--- src/atp_pkg.sv ---
// ----------------------------------------------------------------------------
// atp_pkg
// Shared types, constants and the arctangent table of the tilt block.
// ----------------------------------------------------------------------------
`default_nettype none
package atp_pkg;
   localparam int CORDIC_STAGES = 16;
   localparam int TABLE_LEN = 24;
   localparam int CORDIC_N = (CORDIC_STAGES < TABLE_LEN) ? CORDIC_STAGES : TABLE_LEN;

   localparam int AXIS_W = 15;
   localparam int SUM_W = 28;
   localparam int ROOT_W = 32;
   localparam int SQRT_N = ROOT_W;
   localparam int REM_W = ROOT_W + 3;
   localparam int SQRT_SHIFT = 36;
   localparam int NUM_SHIFT = 18;
   localparam int XY_W = 36;
   localparam int Z_W = 26;
   localparam int ANGLE_W = 15;
   localparam int RIGHT_ANGLE = 11520;
   localparam int ROUND_BIAS = 256;
   localparam int ROUND_SHIFT = 9;

   localparam int LANE_LAT = 1 + SQRT_N + CORDIC_N;

   typedef logic signed [AXIS_W-1:0] axis_type;
   typedef logic signed [Z_W-1:0] angle_z_type;

   typedef struct packed {
      logic num_zero;
      logic num_neg;
      logic den_zero;
   } lane_status_type;

   localparam logic [Z_W-1:0] ATAN_TABLE [0:TABLE_LEN-1] = '{
      26'd2949120, 26'd1740967, 26'd919879, 26'd466945, 26'd234379, 26'd117304,
      26'd58670, 26'd29335, 26'd14668, 26'd7334, 26'd3667, 26'd1833,
      26'd917, 26'd458, 26'd229, 26'd115, 26'd57, 26'd29,
      26'd14, 26'd7, 26'd4, 26'd2, 26'd1, 26'd0
   };
endpackage
`default_nettype wire

--- src/atp_merge.sv ---
// ----------------------------------------------------------------------------
// atp_merge
// Rounds, saturates and resolves special cases for both lanes; output register.
// ----------------------------------------------------------------------------
`default_nettype none
module atp_merge (
   input  wire logic                     clock,
   input  wire logic                     enable,
   input  wire atp_pkg::angle_z_type     pitch_z,
   input  wire atp_pkg::lane_status_type pitch_st,
   input  wire atp_pkg::angle_z_type     roll_z,
   input  wire atp_pkg::lane_status_type roll_st,
   input  wire atp_pkg::axis_type        ax,
   input  wire atp_pkg::axis_type        ay,
   input  wire atp_pkg::axis_type        az,
   output atp_pkg::axis_type             ax_out,
   output atp_pkg::axis_type             ay_out,
   output atp_pkg::axis_type             az_out,
   output logic signed [atp_pkg::ANGLE_W-1:0] pitch_out,
   output logic signed [atp_pkg::ANGLE_W-1:0] roll_out
);
   localparam int ZW = atp_pkg::Z_W;
   localparam int AW = atp_pkg::ANGLE_W;
   localparam logic signed [ZW:0] RA = (ZW+1)'(atp_pkg::RIGHT_ANGLE);

   function automatic logic signed [AW-1:0] finish(atp_pkg::angle_z_type z,
                                                   atp_pkg::lane_status_type st);
      logic signed [ZW:0] r;
      logic signed [AW-1:0] res;
      r = ((ZW+1)'(z) + (ZW+1)'(atp_pkg::ROUND_BIAS)) >>> atp_pkg::ROUND_SHIFT;
      if (st.num_zero) res = '0;
      else if (st.den_zero) res = st.num_neg ? -AW'(atp_pkg::RIGHT_ANGLE)
                                             : AW'(atp_pkg::RIGHT_ANGLE);
      else if (r > RA) res = AW'(atp_pkg::RIGHT_ANGLE);
      else if (r < -RA) res = -AW'(atp_pkg::RIGHT_ANGLE);
      else res = r[AW-1:0];
      return res;
   endfunction

   atp_pkg::axis_type ax_ff, ay_ff, az_ff;
   logic signed [AW-1:0] pitch_ff, roll_ff;

   always_ff @(posedge clock) begin
      if (enable) begin
         ax_ff <= ax;
         ay_ff <= ay;
         az_ff <= az;
         pitch_ff <= finish(pitch_z, pitch_st);
         roll_ff <= finish(roll_z, roll_st);
      end
   end

   assign ax_out = ax_ff;
   assign ay_out = ay_ff;
   assign az_out = az_ff;
   assign pitch_out = pitch_ff;
   assign roll_out = roll_ff;
endmodule
`default_nettype wire
--- config.mk ---
export PLATFORM = sky130hd
export DESIGN_NAME = atp_merge
export DESIGN_NICKNAME = d
export VERILOG_FILES = /design/src/atp_pkg.sv /design/src/atp_merge.sv
export SDC_FILE = /design/constraint.sdc
export NUM_CORES = 1
export LEC_CHECK = 0
export BUFFER_PORTS_ARGS = -buffer_cell sky130_fd_sc_hd__buf_2
export CAP_MARGIN = 5
export CORE_MARGIN = 2
export CORE_UTILIZATION = 43
export DETAILED_ROUTE_END_ITERATION = 7
export MAX_ROUTING_LAYER = met4
export PLACE_DENSITY_LB_ADDON = 0.08
export SLEW_MARGIN = 20
export SYNTH_ARGS = -nofsm -noshare
export SYNTH_HDL_FRONTEND = slang
export SYNTH_SLANG_ARGS = --single-unit
export TNS_END_PERCENT = 10
--- constraint.sdc ---
create_clock -name clock -period 1.97 [get_ports clock]
set_input_delay 0 -clock clock [delete_from_list [all_inputs] [get_ports clock]]
set_output_delay 0 -clock clock [all_outputs]
set_load 0.01 [all_outputs]
Yosys cells after proc, flatten, opt, wreduce, memory -nomap -nowiden
Cells that the tools add are included.
{"block": "word_totals", "register_bits": 75, "out_inout_bits": 75, "in_bits": 105}
{"block": "op_classes", "muxes": 8, "n_lt_le_gt_ge": 4, "add_sub_neg": 2}
{"cell": "$mux W15", "n": 8}
{"cell": "$add A26 B10 Y27 const B", "n": 2}
{"cell": "$gt A18 B15 Y1 const B", "n": 2}
{"cell": "$lt A18 B15 Y1 const B", "n": 2}

Longest topological paths before layout
Gate-level depths: netlist of run 1.
{"block": "depth", "depth_word": 5, "depth_mapped": 10, "ltp_nobuf": 8}

Least setup slack after synthesis of run 1
Ideal clock, no wire load.
{"block": "synth_timing", "kind": "input -> register", "from": "in pitch_z[8]", "to": "reg pitch_ff[5] (netlist: pitch_out[5]) (data pin)", "path_stages": 9, "path_slack_ns": -0.153, "t_arrival_ns": 1.995, "required_time_ns": 1.842, "cell_sequence": "ha_1 clkbuf_1 clkbuf_1 nand4_1 a2111oi_0 o2111ai_1 nand3_1 nand4b_1 o21ba_2"}
{"block": "synth_via", "elab_chain_cells": 5, "elab_cells_between_ends": 6, "cone_classes": "add/sub (1); order compare (2); mux (3)"}
{"item": "from (decl)", "line_no": "atp_merge.sv:9", "rtl": "input wire atp_pkg::angle_z_type pitch_z,"}
{"item": "$add A26 B10 Y27 *", "line_no": "atp_merge.sv:30", "rtl": "r = ((ZW+1)'(z) + (ZW+1)'(atp_pkg::ROUND_BIAS)) >>> atp_pkg::ROUND_SHIFT;"}
{"item": "$lt A18 B15 Y1", "line_no": "atp_merge.sv:35", "rtl": "else if (r < -RA) res = -AW'(atp_pkg::RIGHT_ANGLE);"}
{"item": "$mux W15", "line_no": "atp_merge.sv:35"}
{"item": "$mux W15 *", "line_no": "atp_merge.sv:34", "rtl": "else if (r > RA) res = AW'(atp_pkg::RIGHT_ANGLE);"}
{"item": "$mux W15 *", "line_no": "atp_merge.sv:32", "rtl": "else if (st.den_zero) res = st.num_neg ? -AW'(atp_pkg::RIGHT_ANGLE)"}
{"item": "to (signal assigned)", "line_no": "atp_merge.sv:48", "rtl": "pitch_ff <= finish(pitch_z, pitch_st);"}
{"item": "to (decl)", "line_no": "atp_merge.sv:41", "rtl": "logic signed [AW-1:0] pitch_ff, roll_ff;"}
Mark *: on every way between the ends. The rest lies on a longest branch, timed or not.
A chain may end at the register's enable or synchronous reset.

Worst setup path after layout of run 1
{"block": "layout_timing", "from": "in roll_z[16]", "to": "reg roll_ff[1] (netlist: roll_out[1]) (data pin)"}
{"block": "layout_via", "elab_chain_cells": 5, "elab_cells_between_ends": 6, "cone_classes": "add/sub (1); order compare (2); mux (3)"}
{"item": "from (decl)", "line_no": "atp_merge.sv:11", "rtl": "input wire atp_pkg::angle_z_type roll_z,"}
{"item": "$add A26 B10 Y27 *", "line_no": "atp_merge.sv:30"}
{"item": "$lt A18 B15 Y1", "line_no": "atp_merge.sv:35"}
{"item": "$mux W15", "line_no": "atp_merge.sv:35"}
{"item": "$mux W15 *", "line_no": "atp_merge.sv:34"}
{"item": "$mux W15 *", "line_no": "atp_merge.sv:32"}
{"item": "to (signal assigned)", "line_no": "atp_merge.sv:49", "rtl": "roll_ff <= finish(roll_z, roll_st);"}
{"item": "to (decl)", "line_no": "atp_merge.sv:41"}
Marks and branches as above.

==> metrics.md, run 1 <==
| Metric | Value |
|---|---|
| Setup bufs post-CTS | `0` |
| DP Wirelength | `8810 um` |
| CTS tree | `built` |
| GP Congestion | `0.999` |
| Switch Pwr | `0.989 mW` |
| Fin crit share | `94.3%` |
| Sequential fraction of the synthesis area | `56.2%` |
| Slew Limit Headroom | `68.5%` |
| Final min period | `1.86 ns` |
| Max-slew violation count | `0` |
| Antenna cell count | `0` |
| Routed via count | `3943` |
| Yosys cell types | `62` |
| Worst VDD drop | `296 uV` |
| Power per Cell Area | `642 nW/um^2` |
| Cell Area, Synth | `4010 um^2` |
| CTS max path bufs | `2` |
| Number of DRC markers in iteration 0 | `245` |
| Row cnt | `35` |
| I/O Buffers | `163` |
| WL met2 | `5820 um` |
| # clock sinks | `75` |
| DR vias/cell | `5.26` |
| Flop pwr share | `48.4%` |
| Synth Area per Inst | `11.3 um^2` |
| Critical Path Start Type | `primary input` |
| Sw frac | `24.9%` |
| Die width | `101 um` |
| Worst EP required | `2.12 ns` |
| Largest net degree at the start of global routing | `25` |
| Crit. End Element | `flop` |
| Top-Level Pins | `180` |
| P&R area growth vs syn | `54.6%` |
| Worst Path Max Fanout | `9` |
| FMAX | `0.538 GHz` |
| Worst slew pin tran | `0.460 ns` |
| WS Path Type | `primary input to flop` |
| Final hold slack | `0.0951 ns` |
| GRT Overall Usage | `23.4%` |
| Starting density of the core | `43.8%` |
| Metal-1 WL | `5180 um` |
| Max-cap viol count | `0` |
| Highest routed layer | `met4` |
| Final wirelength | `11900 um` |
| Vias in the first global route | `3653` |
| ANT nets after route | `0` |
| Routed wire per std cell | `15.9 um` |
| Internal power | `2.99 mW` |
| LEAKAGE | `2.55 nW` |
| Main flop type after synthesis | `edfxtp_1` |
| Final nets | `742` |
| Drt pass-1 iters | `5` |
| Status | `finished, final reports clean` |
| Chip height | `101 um` |
| CP arrival | `2.01 ns` |
| Mapped Cells | `354` |
| CTS H-tree lvls | `3` |
| Root Buffer | `clkbuf_8` |
| Post-synth EDFFs | `75` |
| Mapped Nets | `461` |
| Async SR Flop Fraction | `0%` |
| First-pass GRT wire length | `18000 um` |
| Min-delay worst type | `primary input to flop` |
| Die area | `10100 um^2` |
| TritonCTS Buffers | `9` |
| Cell area after layout | `6190 um^2` |
| Final Hold Vio Count | `0` |
| DP Area | `5510 um^2` |
| Comb pwr share | `19.8%` |
| Share of layout cells above drive strength 1 | `42.1%` |
| Setup violators final | `0` |
| Yosys reg bits | `75` |
| Unrepaired setup endpoints after global routing | `true` |
| Core ar. | `9150 um^2` |
| Initial antenna violation count | `0` |
| Grt total ovfl | `0` |
| Final core occ | `67.7%` |
| Synth warn | `0` |
| Clock group share of total power | `31.8%` |
| CTS clk-pin slew, worst paths | `0.08 ns` |
| # DRC | `0` |
| Routed met3 length | `736 um` |
[worst paths after layout]
kind	startpoint	slack, ns	end	cells after the start
max	roll_z[16]	0.11	roll_out[1]$_SDFFCE_PP0P_	9
min	roll_st[2]	0.1	roll_out[0]$_SDFFCE_PP0P_	2
[worst max-delay path, stage by stage]
cell and delay [ns]:
buf_2 0.12, nand3_2 0.09, or3_1 0.39, buf_4 0.18, nor4_1 0.29, a31oi_1 0.13
a211oi_2 0.31, a21oi_2 0.16, nor4_1 0.33
[Yosys cell counts (2+ instances only)]
cell type	instances	area (um^2)
a2111oi_0	4	35.0
a211o_1	2	17.5
a211oi_1	6	45.0
a21o_1	4	30.0
a21oi_1	15	75.1
a21oi_2	2	17.5
a221oi_1	4	35.0
a31oi_1	7	43.8
a32o_1	2	20.0
a41oi_1	3	26.3
and2_1	5	31.3
and3_1	5	31.3
and4_1	4	35.0
buf_1	2	7.51
buf_2	8	40.0
clkbuf_1	10	37.5
edfxtp_1	75	2250
ha_1	2	25.0
inv_1	12	45.0
nand2_1	23	86.3
nand2b_1	4	25.0
nand3_1	21	105
nand4_1	13	81.3
nand4b_1	2	17.5
nor2_1	19	71.3
nor2b_1	2	12.5
nor3_1	9	45.0
nor4_1	10	62.6
o2111ai_1	2	17.5
o21ai_0	7	35.0
o21bai_1	3	22.5
o22ai_1	2	12.5
o2bb2ai_1	4	35.0
o311ai_0	2	17.5
o41ai_1	3	26.3
or3_1	3	18.8
or4_1	4	30.0
xnor2_1	12	105
xor2_1	14	123
[power by group through the flow]
stage	clock [mW]	sequential, mW	combinational (mW)
after floorplan	0	2.03	0.214
after CTS	1.29	1.92	0.780
after global placement	0	1.95	0.695
after detailed placement	0	1.96	0.705
after global routing	1.36	1.93	0.848
final	1.27	1.92	0.786
[cell usage in the layout (no fill, tap or decap), types with 5 or more instances in the layout]
cell | synthesis | final
clkbuf_8 | 0 | 9
nand2_1 | 23 | 23
xnor2_1 | 12 | 12
a21oi_1 | 15 | 15
buf_4 | 1 | 80
nor2_1 | 19 | 19
buf_2 | 8 | 163
nor4_1 | 10 | 10
and2_1 | 5 | 5
a31oi_1 | 7 | 7
a211oi_1 | 6 | 6
o21ai_0 | 7 | 7
xor2_1 | 14 | 14
nand4_1 | 13 | 13
and3_1 | 5 | 5
dlygate4sd3_1 | 0 | 46
nor3_1 | 9 | 9
nand3_1 | 21 | 21
inv_1 | 12 | 12
edfxtp_1 | 75 | 75
[cell families after synthesis]
family	Yosys count	share of synthesized area (%)
fa+ha+maj	2	0.624
flops	75	56.2
simple gates	132	18.1
buf+inv	33	3.43
compound gates	85	15.7
xor+xnor	26	5.68
mux	1	0.250
[state kept, by name, indices dropped and copies added, names as in the netlist]
name       flops
az_out        15
ay_out        15
roll_out      15
ax_out        15
pitch_out     15
[routing by layer]
metal	vias up	GRT usage, %
li1	1953	-
met1	1807	28.9
met2	170	38.9
met3	13	4.79
met4	0	6.95
met5	-	-
[layout make-up]
class | count | area, um^2
fillers | 706 | 2960
flip-flops and latches | 75 | 2250
repair buffers | 291 | 1920
multi-input cells | 246 | 1630
well taps | 111 | 139
clock buffers | 9 | 124
clock inverters | 6 | 88.8
inverters | 12 | 45.0
[repair_timing]
item                                   4_1_cts  5_1_grt
setup endpoints to repair                    0       21
resized for setup                            0        5
hold buffers                                46        0
endpoints found under the hold margin       46        0
[stage by stage]
stage / total power, mW / instances / worst slack, ns / TNS, ns
final: 3.97 / 750 / 0.113 / 0
after CTS: 3.99 / 750 / 0.0112 / 0
after detailed placement: 2.66 / 689 / -0.338 / -6.35
after global routing: 4.14 / 750 / -0.0282 / -0.112
after global placement: 2.65 / 689 / -0.175 / -4.30
after floorplan: 2.25 / 354 / -0.00375 / -0.00375
No activity file was read; power rests on OpenSTA's default activity.
==> run 2: changes to the inputs <==
- CORE_UTILIZATION: 43 -> 48
- clock period: 1.97 -> 1.8 ns (I/O delays scaled with it)
==> run 2 against run 1 <==
Compared with the run above:
- the flow now finishes with violations (setup timing)
- combinational power rose by 34%
- worst setup slack got worse by 0.25 ns
- via count rose by 11%
- wire length rose by 25%
- hold slack got worse by 0.073 ns
- sequential cell count did not move
- design area rose by 9.4%
- global-route usage rose by 4.9 points
- critical path depth rose by 2
- count of clock-buffer cells in the layout rose by 1
- total power rose by 11%
- largest power group unchanged
==> metrics.md, run 2 (synthesized netlist as in run 1, its figures left out) <==
| Metric | Value |
|---|---|
| Crit. End Element | `flop` |
| LEAKAGE | `2.76 nW` |
| Routed wire per std cell | `19.4 um` |
| P&R area growth vs syn | `69.0%` |
| FMAX | `0.517 GHz` |
| Global routing's busiest layer | `met2` |
| Slew Limit Headroom | `68.4%` |
| Hold Crit Depth | `2` |
| TritonCTS Buffers | `9` |
| Post-route insts no fill | `768` |
| Final Hold Vio Count | `0` |
| Row cnt | `33` |
| Final nets | `766` |
| Max-slew violation count | `0` |
| Comb pwr share | `23.8%` |
| Critical Path Start Type | `primary input` |
| Cell area after layout | `6770 um^2` |
| Sw frac | `27.3%` |
| Worst VDD drop | `361 uV` |
| CTS tree | `built` |
| Final setup margin | `-0.134 ns` |
| Largest net degree at the start of global routing | `35` |
| Switch Pwr | `1.20 mW` |
| DR vias/cell | `5.70` |
| Routed via count | `4374` |
| Max-cap viol count | `0` |
| Total power draw | `4.40 mW` |
| DP Wirelength | `9420 um` |
| Slowest CP cell | `o311a_4` |
| CP arrival | `2.09 ns` |
| Antenna cell count | `0` |
| Final min period | `1.93 ns` |
| First-pass GRT wire length | `19100 um` |
| CP dominant cell by count | `buf_4` |
| GRT Overall Usage | `28.3%` |
| Worst slew pin tran | `0.475 ns` |
| Met3 usage | `3.64%` |
| # DRC | `0` |
| Register area | `2250 um^2` |
| Core ar. | `8130 um^2` |
| Most frequent cells in the layout | `buf_2, buf_4, edfxtp_1` |
| Die area | `9100 um^2` |
| Min-delay worst type | `primary input to flop` |
| DP Area | `5710 um^2` |
| Unrepaired setup endpoints after global routing | `true` |
| Grt total ovfl | `0` |
| Number of DRC markers in iteration 0 | `388` |
| Met1 Resource Use GR | `33.6%` |
| Share of layout cells above drive strength 1 | `50.2%` |
| WS Path Type | `primary input to flop` |
| Flop pwr share | `48.0%` |
| Status | `finished with violations` |
| Slowest stage delay, CP | `0.43 ns` |
| Die width | `95.4 um` |
| Vias in the first global route | `4022` |
| Internal power | `3.20 mW` |
| Worst EP required | `1.96 ns` |
| Critical path's top delay family | `simple AND/OR/NAND/NOR gates` |
| Final wirelength | `14900 um` |
| I/O Buffers | `163` |
| # clock sinks | `75` |
| Power per Cell Area | `649 nW/um^2` |
| Clock group share of total power | `28.2%` |
| WP buf/inv | `5` |
| GR Util met2 | `49.1%` |
| ANT nets after route | `0` |
| Most common cell after layout, fill and taps aside | `buf_2` |
| CTS H-tree lvls | `3` |
| Drt pass-1 iters | `6` |
| CTS max path bufs | `2` |
| Failing checks | `setup timing` |
| Filler cells | `430` |
| Cells along the critical path | `buf_8, nand3_4, buf_4, buf_4, buf_4, nor2_1, nand4_1, xor2_1, o311a_4, buf_12, nor4b_4` |
| Placed Cells | `701` |
| Root Buffer | `clkbuf_8` |
| Final hold slack | `0.0223 ns` |
| GP Congestion | `0.938` |
| Worst Path Max Fanout | `8` |
| Initial antenna violation count | `0` |
| HP Start | `pitch_st[2]` |
| Chip height | `95.4 um` |
| Sink of the worst hold path | `pitch_out[12]$_SDFFCE_PP0P_` |
| Top-Level Pins | `180` |
| CTS clk-pin slew, worst paths | `0.07 ns` |
| Starting density of the core | `49.3%` |
| Fin crit share | `107%` |
| Setup violators final | `16` |
| Multi-input logic area | `1990 um^2` |
[run 2: how the worst max path moves through the flow]
stage | start | end | slack [ns] | depth (start not counted)
floorplan | roll_z[12] | roll_out[14]$_SDFFCE_PP0P_ | -0.12 | 9
global placement | roll_z[8] | roll_out[14]$_SDFFCE_PP0P_ | -0.40 | 9
detailed placement | roll_z[8] | roll_out[9]$_SDFFCE_PP0P_ | -0.43 | 9
CTS | pitch_z[13] | pitch_out[2]$_SDFFCE_PP0P_ | -0.005 | 10
global route | roll_z[14] | roll_out[0]$_SDFFCE_PP0P_ | -0.24 | 11
finish | roll_z[14] | roll_out[0]$_SDFFCE_PP0P_ | -0.13 | 11
[run 2: what timing repair did]
| item | CTS | global route |
|---|---|---|
| endpoints found under the hold margin | 45 | 0 |
| hold buffers | 45 | 0 |
| endpoints found under the setup margin | 11 | 29 |
| gates resized for setup | 6 | 64 |
| pin swaps | 2 | 17 |
| buffers inserted | 0 | 7 |
[run 2: metrics by stage]
step | setup WS [ns] | utilization (%) | TNS, ns
after floorplan | -0.118 | - | -1.53
after global placement | -0.401 | 70.1 | -9.38
after detailed placement | -0.428 | 70.1 | -9.85
after CTS | -0.00457 | 78.3 | -0.00457
after global routing | -0.244 | 83.3 | -3.52
final | -0.134 | 83.3 | -0.958
[run 2: area by class of cell]
class	instances	area share [%]
clock inverters	5	0.813
flip-flops and latches	75	33.2
inverters	12	0.665
well taps	105	1.94
clock buffers	10	1.88
multi-input cells	246	29.4
repair buffers	315	32.0
[run 2: power by group through the flow]
stage / sequential [mW] / clock [mW] / combinational, mW
2_1_floorplan: 2.22 / 0 / 0.252
3_3_place_gp: 2.14 / 0 / 0.805
3_5_place_dp: 2.15 / 0 / 0.824
4_1_cts: 2.11 / 1.22 / 0.912
5_1_grt: 2.12 / 1.30 / 1.11
6_report: 2.11 / 1.24 / 1.05
[run 2: metal layers]
layer / share of wire [%] / vias to the layer above
met3: 6.3 / 52
met5: 0 / -
met4: 3.5 / 0
li1: - / 2008
met2: 52 / 224
met1: 38 / 2090
==> run 3: changes to the inputs <==
- REMOVE_ABC_BUFFERS: unset -> 1
==> run 3 against run 2 <==
Compared with the run above:
- the run still ends with setup timing left
- critical path depth down 1
- fmax up 2.6%
- count of clock-buffer cells in the layout unchanged
- worst setup slack better by 0.050 ns
- die area unchanged
- critical endpoint is now roll_out[5]$_SDFFCE_PP0P_
- highest routed layer unchanged
==> metrics.md, run 3 (synthesized netlist as in run 1, its figures left out) <==
| Metric | Value |
|---|---|
| Worst Path Max Fanout | `9` |
| Row cnt | `33` |
| Antenna cell count | `0` |
| Critical path's top delay family | `simple AND/OR/NAND/NOR gates` |
| Power per Cell Area | `677 nW/um^2` |
| Routed via count | `4297` |
| Global routing's busiest layer | `met2` |
| Core ar. | `8130 um^2` |
| Largest net degree at the start of global routing | `31` |
| Chip height | `95.4 um` |
| HP Start | `pitch_z[13]` |
| ANT nets after route | `0` |
| Top-Level Pins | `180` |
| Worst VDD drop | `396 uV` |
| Drt pass-1 iters | `4` |
| Root Buffer | `clkbuf_8` |
| Number of DRC markers in iteration 0 | `242` |
| Slew Limit Headroom | `64.2%` |
| Met3 usage | `3.48%` |
| Final wirelength | `14000 um` |
| CTS clk-pin slew, worst paths | `0.08 ns` |
| Critical Path Start Type | `primary input` |
| Fin crit share | `105%` |
| LEAKAGE | `2.74 nW` |
| Most common cell after layout, fill and taps aside | `buf_2` |
| CP arrival | `2.05 ns` |
| Max-cap viol count | `0` |
| DR vias/cell | `5.59` |
| Final hold slack | `0.122 ns` |
| Worst EP required | `1.96 ns` |
| Initial antenna violation count | `0` |
| Slowest CP cell | `or3_4` |
| Final setup margin | `-0.0845 ns` |
| Grt total ovfl | `0` |
| Max-slew violation count | `0` |
| Final Hold Vio Count | `0` |
| I/O Buffers | `163` |
| Vias in the first global route | `3897` |
| Worst slew pin tran | `0.536 ns` |
| Setup violators final | `14` |
| CTS max path bufs | `2` |
| GP Congestion | `0.947` |
| Die area | `9100 um^2` |
| Cells along the critical path | `buf_2, nand3_2, or3_4, buf_6, o21a_1, o41ai_4, and2b_2, a21oi_4, buf_12, nor4_4` |
| GR Util met2 | `46.1%` |
| # DRC | `0` |
| Unrepaired setup endpoints after global routing | `true` |
| Share of layout cells above drive strength 1 | `50.0%` |
| GRT Overall Usage | `28.4%` |
| P&R area growth vs syn | `66.4%` |
| Die width | `95.4 um` |
| Slowest stage delay, CP | `0.39 ns` |
| Final core occ | `82.0%` |
| WP buf/inv | `3` |
| Failing checks | `setup timing` |
| CTS tree | `built` |
| Origin of the worst setup path | `roll_z[16]` |
| Final nets | `766` |
| CTS H-tree lvls | `3` |
| DP Wirelength | `9190 um` |
| Routed wire per std cell | `18.1 um` |
| Cell area after layout | `6670 um^2` |
| TritonCTS Buffers | `9` |
| Most frequent cells in the layout | `buf_2, buf_4, edfxtp_1` |
| Final min period | `1.88 ns` |
| FMAX | `0.531 GHz` |
| WS Path Type | `primary input to flop` |
| Post-Route Setup TNS | `-0.711 ns` |
| DP Area | `5650 um^2` |
| Crit. End Element | `flop` |
| First-pass GRT wire length | `19100 um` |
| Min-delay worst type | `primary input to flop` |
| # clock sinks | `75` |
| Starting density of the core | `49.3%` |
| Status | `finished with violations` |
| Met1 Resource Use GR | `38.3%` |
-- run 3: cell type report --
class,instances,area [um^2]
Fill cell,450,1460
Multi-Input combinational cell,246,1910
Timing Repair Buffer,315,2120
Inverter,12,45.0
Clock inverter,6,88.8
Clock buffer,10,128
Tap cell,105,131
Sequential cell,75,2250
-- run 3: what timing repair did --
item,CTS,global route
pin swaps,1,8
endpoints found under the hold margin,48,0
gates resized for setup,5,53
cloned,0,0
setup buffers,0,4
setup endpoints to repair,12,30
hold buffers,46,0
-- run 3: path summary, 6_finish.rpt --
kind                                      to  slack [ns]  depth (start not counted)
setup / recovery   roll_out[5]$_SDFFCE_PP0P_       -0.08                         10
hold / removal    pitch_out[4]$_SDFFCE_PP0P_        0.12                          4
-- run 3: stage by stage --
| stage | instances | setup WS, ns | power (mW) |
|---|---|---|---|
| after floorplan | 333 | -0.367 | 2.42 |
| after global placement | 703 | -0.372 | 2.94 |
| after detailed placement | 703 | -0.506 | 2.96 |
| after CTS | 765 | 0.00280 | 4.41 |
| after global routing | 769 | -0.179 | 4.67 |
| final | 769 | -0.0845 | 4.52 |
-- run 3: metal layers --
metal	vias to the layer above	part of all wire, %
met5	-	0
met4	0	1.5
met3	30	8.0
met2	231	49
met1	2027	41
li1	2009	-
-- run 3: power breakdown --
| group | total [mW] | switching (mW) | internal [mW] |
|---|---|---|---|
| combinational | 0.998 | 0.519 | 0.479 |
| sequential | 2.11 | 0.0403 | 2.07 |
| clock | 1.41 | 0.624 | 0.783 |
| total | 4.52 | 1.18 | 3.33 |
